--- config.mk ---
export PLATFORM = sky130hd
export DESIGN_NAME = sorted_key_table_unit
export DESIGN_NICKNAME = d
export VERILOG_FILES = /design/src/sv/skt_pkg.sv /design/src/sv/sorted_key_table_unit.sv /design/src/sv/skt_ctrl.sv /design/src/sv/skt_dp.sv
export VERILOG_INCLUDE_DIRS = /design/src /design/src/sv
export SDC_FILE = /design/constraint.sdc
export NUM_CORES = 2
export LEC_CHECK = 0
export ABC_AREA = 1
export ABC_CLOCK_PERIOD_IN_PS = 5000
export BUFFER_PORTS_ARGS = -buffer_cell sky130_fd_sc_hd__buf_4
export CAP_MARGIN = 20
export CORE_AREA = 2 2 295 297
export CTS_BUF_LIST = sky130_fd_sc_hd__clkbuf_16
export DETAILED_ROUTE_END_ITERATION = 16
export DIE_AREA = 0 0 297 299
export GPL_TIMING_DRIVEN = 0
export PLACE_DENSITY = 0.71
export SKIP_CTS_REPAIR_TIMING = 1
export SLEW_MARGIN = 5
export SYNTH_ARGS = -nofsm -noshare
export SYNTH_HDL_FRONTEND = slang
export SYNTH_SLANG_ARGS = --single-unit
--- constraint.sdc ---
create_clock -name i_clk -period 5 [get_ports i_clk]
set_input_delay 0.25 -clock i_clk [delete_from_list [all_inputs] [get_ports i_clk]]
set_output_delay 0.25 -clock i_clk [all_outputs]
set_load 0.02 [all_outputs]
--- src/sv/assert_macros.svh ---
// -----------------------------------------------------------------------------
// Assertion macros
// Clocked concurrent assertion helpers, compiled out for synthesis.
// -----------------------------------------------------------------------------
`ifndef ASSERT_MACROS_SVH
`define ASSERT_MACROS_SVH

`ifndef SYNTHESIS

`define ASSERT_CLK(lbl, clk, rst_n, prop) \
    lbl: assert property (@(posedge clk) disable iff (!rst_n) prop) \
        else $error("assertion failed");

`define ASSERT_NEVER(lbl, clk, rst_n, cond) \
    lbl: assert property (@(posedge clk) disable iff (!rst_n) !(cond)) \
        else $error("forbidden condition seen");

`else

`define ASSERT_CLK(lbl, clk, rst_n, prop)

`define ASSERT_NEVER(lbl, clk, rst_n, cond)

`endif

`endif

--- src/sv/skt_pkg.sv ---
// -----------------------------------------------------------------------------
// Sorted key table package
// Transaction types, command codes and status codes shared by the block.
// -----------------------------------------------------------------------------
package skt_pkg;

    localparam logic [2:0] KIND_INSERT     = 3'd0;
    localparam logic [2:0] KIND_DELETE     = 3'd1;
    localparam logic [2:0] KIND_SEARCH     = 3'd2;
    localparam logic [2:0] KIND_CLEAR      = 3'd3;
    localparam logic [2:0] KIND_NEXT       = 3'd4;
    localparam logic [2:0] KIND_ITER_RESET = 3'd5;

    localparam logic [2:0] ST_OK        = 3'd0;
    localparam logic [2:0] ST_NOT_FOUND = 3'd1;
    localparam logic [2:0] ST_EMPTY     = 3'd2;
    localparam logic [2:0] ST_FULL      = 3'd3;
    localparam logic [2:0] ST_WRAPPED   = 3'd4;

    typedef struct packed {
        logic [2:0]         kind;
        logic signed [31:0] key;
    } t_skt_in;

    typedef struct packed {
        logic [2:0]         status;
        logic [3:0]         position;
        logic signed [31:0] entry_value;
        logic [4:0]         occupancy;
    } t_skt_out;

    typedef struct packed {
        logic capture;
        logic apply;
    } t_skt_cmd;

endpackage

--- src/sv/sorted_key_table_unit.sv ---
// -----------------------------------------------------------------------------
// Sorted key table unit
// A transaction is captured into the compare registers, then applied to the table
// and result register; busy from the capture/apply sequencer holds off a new one until then.
// The result strobe stands for one cycle; the receiver cannot stall it.
// Synchronous active-low reset empties the table and puts the iterator at none.
// -----------------------------------------------------------------------------
module sorted_key_table_unit import skt_pkg::*; #(
    parameter int CAPACITY = 16,
    parameter int KEY_BITS = 32
) (
    input  logic     i_clk,
    input  logic     i_rst_n,
    input  logic     start,
    output logic     busy,
    input  t_skt_in  i_item,
    output logic     o_valid,
    output t_skt_out o_result
);

    t_skt_cmd w_cmd;

    skt_ctrl u_ctrl (
        .i_clk   (i_clk),
        .i_rst_n (i_rst_n),
        .start   (start),
        .busy    (busy),
        .o_cmd   (w_cmd),
        .o_valid (o_valid)
    );

    skt_dp #(
        .CAPACITY (CAPACITY),
        .KEY_BITS (KEY_BITS)
    ) u_dp (
        .i_clk    (i_clk),
        .i_rst_n  (i_rst_n),
        .i_cmd    (w_cmd),
        .i_item   (i_item),
        .o_result (o_result)
    );

endmodule

--- src/sv/skt_ctrl.sv ---
// -----------------------------------------------------------------------------
// Sorted key table controller
// Two-state sequencer: capture a transaction, then apply it and strobe result.
// -----------------------------------------------------------------------------
`include "assert_macros.svh"

module skt_ctrl import skt_pkg::*; (
    input  logic     i_clk,
    input  logic     i_rst_n,
    input  logic     start,
    output logic     busy,
    output t_skt_cmd o_cmd,
    output logic     o_valid
);

    localparam logic S_IDLE = 1'b0;
    localparam logic S_EXEC = 1'b1;

    logic r_state, n_state;
    logic r_valid;

    always_comb begin
        n_state = r_state;
        case (r_state)
            S_IDLE: begin
                if (start) n_state = S_EXEC;
            end
            S_EXEC: begin
                n_state = S_IDLE;
            end
            default: begin
                n_state = S_IDLE;
            end
        endcase
    end

    always_ff @(posedge i_clk) begin
        if (!i_rst_n) begin
            r_state <= S_IDLE;
            r_valid <= 1'b0;
        end else begin
            r_state <= n_state;
            r_valid <= o_cmd.apply;
        end
    end

    assign busy          = (r_state == S_EXEC);
    assign o_cmd.capture = start && !busy;
    assign o_cmd.apply   = busy;
    assign o_valid       = r_valid;

    `ASSERT_CLK(a_accept_busy, i_clk, i_rst_n, (start && !busy) |=> busy)
    `ASSERT_CLK(a_exec_strobe, i_clk, i_rst_n, busy |=> (o_valid && !busy))
    `ASSERT_CLK(a_strobe_src, i_clk, i_rst_n, o_valid |-> $past(busy))

endmodule

--- src/sv/skt_dp.sv ---
// -----------------------------------------------------------------------------
// Sorted key table datapath
// Per-entry compare row, parallel shift register table, iterator and result.
// -----------------------------------------------------------------------------
module skt_dp import skt_pkg::*; #(
    parameter int CAPACITY = 16,
    parameter int KEY_BITS = 32
) (
    input  logic     i_clk,
    input  logic     i_rst_n,
    input  t_skt_cmd i_cmd,
    input  t_skt_in  i_item,
    output t_skt_out o_result
);

    localparam int KW = (KEY_BITS < 32) ? KEY_BITS : 32;
    localparam int IW = (CAPACITY > 2) ? $clog2(CAPACITY) : 1;
    localparam int CW = $clog2(CAPACITY + 1);

    logic signed [KW-1:0] r_entry [CAPACITY];
    logic signed [KW-1:0] n_entry [CAPACITY];
    logic [CW-1:0]        r_count, n_count;
    logic [IW-1:0]        r_iter, n_iter;
    logic                 r_active, n_active;

    logic [2:0]           r_kind;
    logic signed [KW-1:0] r_key;
    logic [CAPACITY-1:0]  r_lt, r_eq;
    t_skt_out             r_result, n_result;

    logic signed [KW-1:0] w_key;
    logic [CAPACITY-1:0]  w_lt, w_eq;
    logic [CAPACITY-1:0]  w_first, w_prev_ge;
    logic [IW-1:0]        w_pos, w_sel;
    logic                 w_found, w_empty, w_full, w_ins, w_del;

    assign w_key = KW'(i_item.key);

    always_comb begin
        for (int i = 0; i < CAPACITY; i++) begin
            w_lt[i] = (CW'(i) < r_count) && (r_entry[i] < w_key);
            w_eq[i] = (CW'(i) < r_count) && (r_entry[i] == w_key);
        end
    end

    assign w_first   = ~r_lt & {r_lt[CAPACITY-2:0], 1'b1};
    assign w_prev_ge = {~r_lt[CAPACITY-2:0], 1'b0};
    assign w_found   = |(w_first & r_eq);
    assign w_empty   = (r_count == '0);
    assign w_full    = (r_count >= CW'(CAPACITY));
    assign w_ins     = (r_kind == KIND_INSERT) && !w_full;
    assign w_del     = (r_kind == KIND_DELETE) && !w_empty && w_found;
    assign w_sel     = r_active ? IW'(r_iter + 1'b1) : '0;

    always_comb begin
        w_pos = '0;
        for (int i = 0; i < CAPACITY; i++) begin
            w_pos = w_pos | (w_first[i] ? IW'(i) : '0);
        end
    end

    always_comb begin
        for (int i = 0; i < CAPACITY; i++) begin
            n_entry[i] = r_entry[i];
        end
        if (w_ins) begin
            for (int i = 0; i < CAPACITY; i++) begin
                if (w_first[i]) begin
                    n_entry[i] = r_key;
                end else if (w_prev_ge[i]) begin
                    n_entry[i] = r_entry[(i + CAPACITY - 1) % CAPACITY];
                end
            end
        end else if (w_del) begin
            for (int i = 0; i < CAPACITY - 1; i++) begin
                if (!r_lt[i]) n_entry[i] = r_entry[i + 1];
            end
        end
    end

    always_comb begin
        n_count  = r_count;
        n_iter   = r_iter;
        n_active = r_active;
        n_result = '0;
        case (r_kind)
            KIND_INSERT: begin
                if (w_full) begin
                    n_result.status = ST_FULL;
                end else begin
                    n_count           = r_count + 1'b1;
                    n_result.position = 4'(w_pos);
                    n_iter            = '0;
                    n_active          = 1'b0;
                end
            end
            KIND_DELETE: begin
                if (w_empty) begin
                    n_result.status = ST_EMPTY;
                end else if (!w_found) begin
                    n_result.status = ST_NOT_FOUND;
                end else begin
                    n_count           = r_count - 1'b1;
                    n_result.position = 4'(w_pos);
                    n_iter            = '0;
                    n_active          = 1'b0;
                end
            end
            KIND_SEARCH: begin
                if (w_empty) begin
                    n_result.status = ST_EMPTY;
                end else if (!w_found) begin
                    n_result.status = ST_NOT_FOUND;
                end else begin
                    n_result.position = 4'(w_pos);
                end
            end
            KIND_CLEAR: begin
                if (w_empty) begin
                    n_result.status = ST_EMPTY;
                end else begin
                    n_count  = '0;
                    n_iter   = '0;
                    n_active = 1'b0;
                end
            end
            KIND_NEXT: begin
                if (w_empty) begin
                    n_result.status = ST_EMPTY;
                end else if (r_active && (CW'(r_iter) + 1'b1 >= r_count)) begin
                    n_result.status = ST_WRAPPED;
                    n_iter          = '0;
                    n_active        = 1'b0;
                end else begin
                    n_iter               = w_sel;
                    n_active             = 1'b1;
                    n_result.position    = 4'(w_sel);
                    n_result.entry_value = 32'(r_entry[w_sel]);
                end
            end
            KIND_ITER_RESET: begin
                n_iter   = '0;
                n_active = 1'b0;
            end
            default: begin
            end
        endcase
        n_result.occupancy = 5'(n_count);
    end

    always_ff @(posedge i_clk) begin
        if (!i_rst_n) begin
            r_count  <= '0;
            r_iter   <= '0;
            r_active <= 1'b0;
        end else if (i_cmd.apply) begin
            r_count  <= n_count;
            r_iter   <= n_iter;
            r_active <= n_active;
        end
    end

    always_ff @(posedge i_clk) begin
        if (i_cmd.capture) begin
            r_kind <= i_item.kind;
            r_key  <= w_key;
            r_lt   <= w_lt;
            r_eq   <= w_eq;
        end
        if (i_cmd.apply) begin
            r_result <= n_result;
            for (int i = 0; i < CAPACITY; i++) begin
                r_entry[i] <= n_entry[i];
            end
        end
    end

    assign o_result = r_result;

endmodule

## Word level (Yosys, flattened, before mapping)

Memories as Yosys holds them, arrays and structs flattened.
Index checks and enable logic that the tools add are counted.

- Add/subtract/negate cells: 4
- $mul: 0
- Divide/modulo/power cells: 0
- Order comparisons: 34
- Equality and inequality tests: 26
- Shifts and indexed selects: 0
- Muxes and demuxes: 101
- Bitwise operators: 20
- Reductions and logical operators: 47

Operators by type and width:

| kind | count |
|---|---|
| 2-to-1 mux 32 bit | 47 |
| 2-to-1 mux 480 bit | 2 |
| equality test 32 bit | 16 |
| less-than comparator 32 bit | 16 |
| 2-to-1 mux 36 bit | 2 |
| 2-to-1 mux 4 bit | 18 |
| OR 4 bit | 14 |
| less-than comparator 4 x 5 -> 1 bit, first input constant | 8 |
| logical AND 1 bit | 37 |
| bitwise AND 16 bit | 2 |
| less-than comparator 3 x 5 -> 1 bit, first input constant | 4 |
| 2-to-1 mux 5 bit | 4 |
| case mux 4 bit (5 select lines) | 1 |
| 2-to-1 mux 3 bit | 6 |
| inverter 16 bit | 1 |
| OR reduction 16 bit | 1 |
| inverter 15 bit | 1 |
| case mux 5 bit (3 select lines) | 1 |
| case mux 3 bit (4 select lines) | 1 |
| case mux 4 bit (3 select lines) | 1 |
| 2-to-1 mux 1 bit | 11 |
| less-than comparator 1 x 5 -> 1 bit, first input constant | 2 |
| less-than comparator 2 x 5 -> 1 bit, first input constant | 2 |
| 2-to-1 mux 2 bit | 5 |
| 21 further kinds | 29 |

- Register bits: 123
- Bits in latches: 0
- Bits in writable memories: 512
- Memory bits (read-only): 0
- Input port bits: 38
- Output and inout bits: 46
- Memories: 1

Memory list:

| name | words | width | rd ports | clocked after memory_dff | write ports | line | source |
|---|---|---|---|---|---|---|---|
| u_dp.r_entry | 16 | 32 | 17 | 0 | 16 | skt_dp.sv:20 | `logic signed [KW-1:0] r_entry [CAPACITY];` |

## Longest topological paths before layout

- Depth after elaboration: 20
- Gate-level depth with buffers: 15

## Hierarchy

Synthesis repeated with hierarchy kept, for this count alone.

- Cell total of the unflattened synthesis: 5830
- Area, all modules: 47005.1 um^2

Modules (own cells, without submodules):

| module | times used | cells each | area each (um^2) | sequential area each (um^2) |
|---|---|---|---|---|
| skt_dp | 1 | 5820 | 46928.8 | 18908.1 |
| skt_ctrl | 1 | 10 | 76.3 | 40.0 |

## Worst setup path after synthesis

No wires, ideal clock.

- Path kind: reg2reg
- From: register u_ctrl.r_state, in the netlist u_ctrl.busy
- To: register u_dp.r_eq[0] (enable)
- Data arrival time: 4.066 ns
- Required time: 4.506 ns
- Path slack: 0.440 ns
- Cell stages (with the launch flop): 3
- Path buffers: 1
- Clock period less this slack: 4.560 ns
- Cell sequence: dfxtp_1 -> clkbuf_1 -> nor2_1

RTL lines:

| item | line | source |
|---|---|---|
| from (decl) | skt_ctrl.sv:19 | `logic r_state, n_state;` |
| from (signal assigned) | skt_ctrl.sv:42 | `r_state <= n_state;` |
| to (signal assigned) | skt_dp.sv:168 | `r_eq <= w_eq;` |
| to (decl) | skt_dp.sv:28 | `logic [CAPACITY-1:0] r_lt, r_eq;` |

==> qor.txt <==
Floorplan die area: 0.0888 mm2
Core area: 0.0859 mm2
Aggregate negative setup slack: 0 ns
Finish-stage setup viols: 0
Fill cell total of the finished layout: 7,996
Number of different library cells in the post-synthesis netlist: 37
Total number of vias: 46.1k
Cells after Synth: 5,778
Nature of the critical path startpoint: flop
Net Count, Synth: 6,337
Place WS: 1.00 ns
Post-layout min period: 4.49 ns
Top-level I/O count: 84
Sum of buffers and inverters on the critical path: 3
Path category of the worst min-delay check: input pin to flop
Placed wire-length estimate after detailed placement: 162,000 um
Via-to-Cell Ratio: 6.39
Total grt overflow: 0
Clock transition time at the flip-flop clock pins of the worst setup and hold paths: 0.06 ns
CP Depth: 11
Cell type with the largest total area after synthesis: sky130_fd_sc_hd__edfxtp_1
Mean instance size in the synthesized netlist: 8.11 um2
Worst Hold Path Cells: 1
Netlist area before placement: 0.0469 mm2
Peak ir drop on the vdd network: 0.257 mV
Crit Path Category: flop to flop
Maximum cell stage delay along the critical path: 0.69 ns
Final wirelength: 197,000 um
Die span in x: 297 um
Via count of the first global-routing pass: 43.7k
Worst-Margin Slew: 1.22 ns
Count of nets left with antenna violations after detail routing: 0
Arrival time of the worst setup path: 4.90 ns
CP Data Required Time: 5.40 ns
Library cell used as clock root buffer: sky130_fd_sc_hd__clkbuf_16
Max frequency: 0.223 GHz
Most frequent cell on the critical path: sky130_fd_sc_hd__nand2_1
Number of levels in the clock H-tree: 3
Clock Tree Buf Depth: 3
1st-iter DRT viols: 6,383
Largest cells by area after synthesis: sky130_fd_sc_hd__edfxtp_1, sky130_fd_sc_hd__ha_1, sky130_fd_sc_hd__o21ai_0
Port Buffer Count: 83
Length in cells of the worst reg-to-reg path: 11
Area used by multi-input combinational logic: 0.0246 mm2
Crit-path max FO: 17
Number of nets in the layout: 6,555
Cell with the largest stage delay on the worst path: sky130_fd_sc_hd__buf_2
Final Hold Violating Endpoints: 0
Final period util: 89.9%
Remaining max-slew budget at the tightest pin: 18.1%
Routability-driven placement congestion ratio: 1.01
Number of rows in the core area: 108
Length of the first detailed-routing pass in iterations: 7
PD cells: 262 mW/mm2
Initial Utilization: 54.5%
Category of the worst setup path capture point: flop
Fraction of synthesized cell area taken by the top area cell type: 39.9%
Leakage dissipation: 21.7 nW
Total GRT Usage: 43.1%
Pin count of the biggest net entering global routing: 50
Clock buffer count from CTS: 77
Worst-case setup margin in the final layout: 0.506 ns
Combined flip-flop and latch cell area: 0.0190 mm2
Top cell family by delay on the critical path: simple AND/OR/NAND/NOR gates
Flip-flop and latch count after synthesis: 635
Max capacitance violation total: 0
Skew final: 0.0319 ns
Signed area change from the synthesized netlist to the final layout: 11.7%
Syn. warnings: 0
Clock tree sinks: 635
Portion of the post-synthesis area used by sequential elements: 40.4%
Chain of cells forming the critical path: inv_1 -> nand3_1 -> nand2_1 -> nor2_1 -> nand4_1 -> nand2_1 -> nand2_1 -> nand2_1 -> buf_2 -> o22ai_4 -> buf_16
Number of antenna violations at the first check in global routing: 10
Unrepaired setup endpoints after global routing: no
Clock insertion delay at the later pin of the skew report: 0.67 ns
Global-route wire length before repair: 280,000 um
Max-slew violation count: 0
Clock tree from TritonCTS: built
Status: finished, final reports clean
Fraction of final layout cells with drive strength greater than 1: 5.39%
Vertical die dimension: 299 um
Residual DRC: 0
Average wire per cell in the routed design: 27.3 um
report_power, final:
part	internal [mW]	total (mW)	switching [mW]
sequential	5.99	6.10	0.114
clock	3.03	5.50	2.47
combinational	0.581	2.10	1.52
total	9.60	13.7	4.10
cells in the mapped netlist:
| library cell | count |
|---|---|
| sky130_fd_sc_hd__or2_2 | 1 |
| sky130_fd_sc_hd__nand3_1 | 119 |
| sky130_fd_sc_hd__ha_1 | 521 |
| sky130_fd_sc_hd__buf_1 | 26 |
| sky130_fd_sc_hd__clkinv_1 | 3 |
| sky130_fd_sc_hd__o211ai_1 | 332 |
| sky130_fd_sc_hd__buf_4 | 2 |
| sky130_fd_sc_hd__nor4b_1 | 6 |
| sky130_fd_sc_hd__nand3b_1 | 6 |
| sky130_fd_sc_hd__dfxtp_1 | 12 |
| sky130_fd_sc_hd__nor2_1 | 253 |
| sky130_fd_sc_hd__nand2_2 | 2 |
| sky130_fd_sc_hd__a21o_1 | 2 |
| sky130_fd_sc_hd__a31oi_1 | 72 |
| sky130_fd_sc_hd__o31ai_1 | 1 |
| sky130_fd_sc_hd__nor2_4 | 1 |
| sky130_fd_sc_hd__nand2_1 | 1286 |
| sky130_fd_sc_hd__nand4_1 | 48 |
| sky130_fd_sc_hd__o21ai_1 | 36 |
| sky130_fd_sc_hd__o21bai_1 | 2 |
| sky130_fd_sc_hd__inv_2 | 7 |
| sky130_fd_sc_hd__a21oi_1 | 395 |
| sky130_fd_sc_hd__clkbuf_1 | 237 |
| sky130_fd_sc_hd__a21boi_0 | 2 |
| sky130_fd_sc_hd__nor4_1 | 20 |
| sky130_fd_sc_hd__o22ai_1 | 16 |
| sky130_fd_sc_hd__buf_2 | 86 |
| sky130_fd_sc_hd__edfxtp_1 | 623 |
| sky130_fd_sc_hd__xor2_1 | 5 |
| sky130_fd_sc_hd__nor3_1 | 30 |
| sky130_fd_sc_hd__buf_6 | 4 |
| sky130_fd_sc_hd__o21ai_0 | 1058 |
| sky130_fd_sc_hd__o21a_1 | 18 |
| sky130_fd_sc_hd__nor3b_1 | 3 |
| sky130_fd_sc_hd__inv_1 | 536 |
| sky130_fd_sc_hd__and3_1 | 4 |
| sky130_fd_sc_hd__nor2_2 | 3 |
placed cells by master, fill, tap and decap left out, types with 18 or more instances in the layout:
cell                            synthesis  routed
sky130_fd_sc_hd__o211ai_1             332     332
sky130_fd_sc_hd__ha_1                 521     521
sky130_fd_sc_hd__inv_1                536     555
sky130_fd_sc_hd__buf_1                 26      26
sky130_fd_sc_hd__buf_2                 86      86
sky130_fd_sc_hd__clkinv_1               3      22
sky130_fd_sc_hd__o21ai_0             1058    1058
sky130_fd_sc_hd__o21a_1                18      18
sky130_fd_sc_hd__nor2_1               253     251
sky130_fd_sc_hd__clkbuf_1             237     236
sky130_fd_sc_hd__a21oi_1              395     391
sky130_fd_sc_hd__a31oi_1               72      72
sky130_fd_sc_hd__nand4_1               48      48
sky130_fd_sc_hd__edfxtp_1             623     623
sky130_fd_sc_hd__nor3_1                30      30
sky130_fd_sc_hd__nor4_1                20      20
sky130_fd_sc_hd__buf_4                  2      85
sky130_fd_sc_hd__nand3_1              119     119
sky130_fd_sc_hd__dlygate4sd3_1          0      36
sky130_fd_sc_hd__clkbuf_16              0      80
sky130_fd_sc_hd__nand2_1             1286    1286
sky130_fd_sc_hd__o21ai_1               36      36
sequential cells by signal (all words and copies together) (netlist names):
name / flops
u_dp.r_count: 5
u_dp.r_eq: 16
u_dp.r_kind: 3
u_dp.r_active: 1
u_dp.r_lt: 16
u_ctrl.o_valid: 1
u_dp.r_iter: 4
u_ctrl.busy: 1
u_dp.o_result: 44
u_dp.r_key: 32
u_dp.r_entry: 512
logic make-up after synthesis:
group	count (synthesis)	share of synthesized area, %
adder cells (fa/ha/maj)	521	13.9
AO/OA/AOI/OAI	1934	22.8
flip-flops	635	40.4
XOR/XNOR	5	0.0934
AND/OR/NAND/NOR	1782	15.2
buffers and inverters	901	7.53
layer usage:
layer	part of all wire (%)	vias to the layer above	routed length, um	track usage [%]
li1	-	20900	-	-
met1	38	21700	75000	55.4
met2	44	2874	87000	67.7
met3	12	540	22900	9.40
met4	6.1	14	11900	23.6
met5	0.050	-	98	0
per-stage QoR:
step	total power, mW	area, um2	utilization [%]	std cells	hold slack [ns]
2_1_floorplan	7.36	46900	-	5778	0.348
3_3_place_gp	8.11	48900	56.9	7016	0.431
3_5_place_dp	8.19	49600	57.8	7035	0.430
4_1_cts	13.5	52000	60.5	7171	-0.249
5_1_grt	14.0	52300	60.9	7208	0.0460
6_report	13.7	52400	60.9	7213	0.0577
final timing paths:
kind         slack [ns]                  to      startpoint
max                0.51  u_dp.r_entry[5][5]   u_dp.r_lt[14]
min                0.06       u_dp.r_key[0]       i_item[0]
max reg2reg        0.51  u_dp.r_entry[5][5]   u_dp.r_lt[14]
min reg2reg        0.47      u_dp.r_iter[3]  u_dp.r_iter[3]
final cells by class:
type | count | area share, %
multi-input combinational | 4242 | 47.0
sequential | 635 | 36.2
inverter | 546 | 3.91
clock buffer | 80 | 3.82
timing repair buffer | 139 | 2.84
buffer | 355 | 2.82
tap | 1155 | 2.76
clock inverter | 56 | 0.638
antenna | 5 | 0.0239
Note: power is estimated with default switching activity, not from simulation.
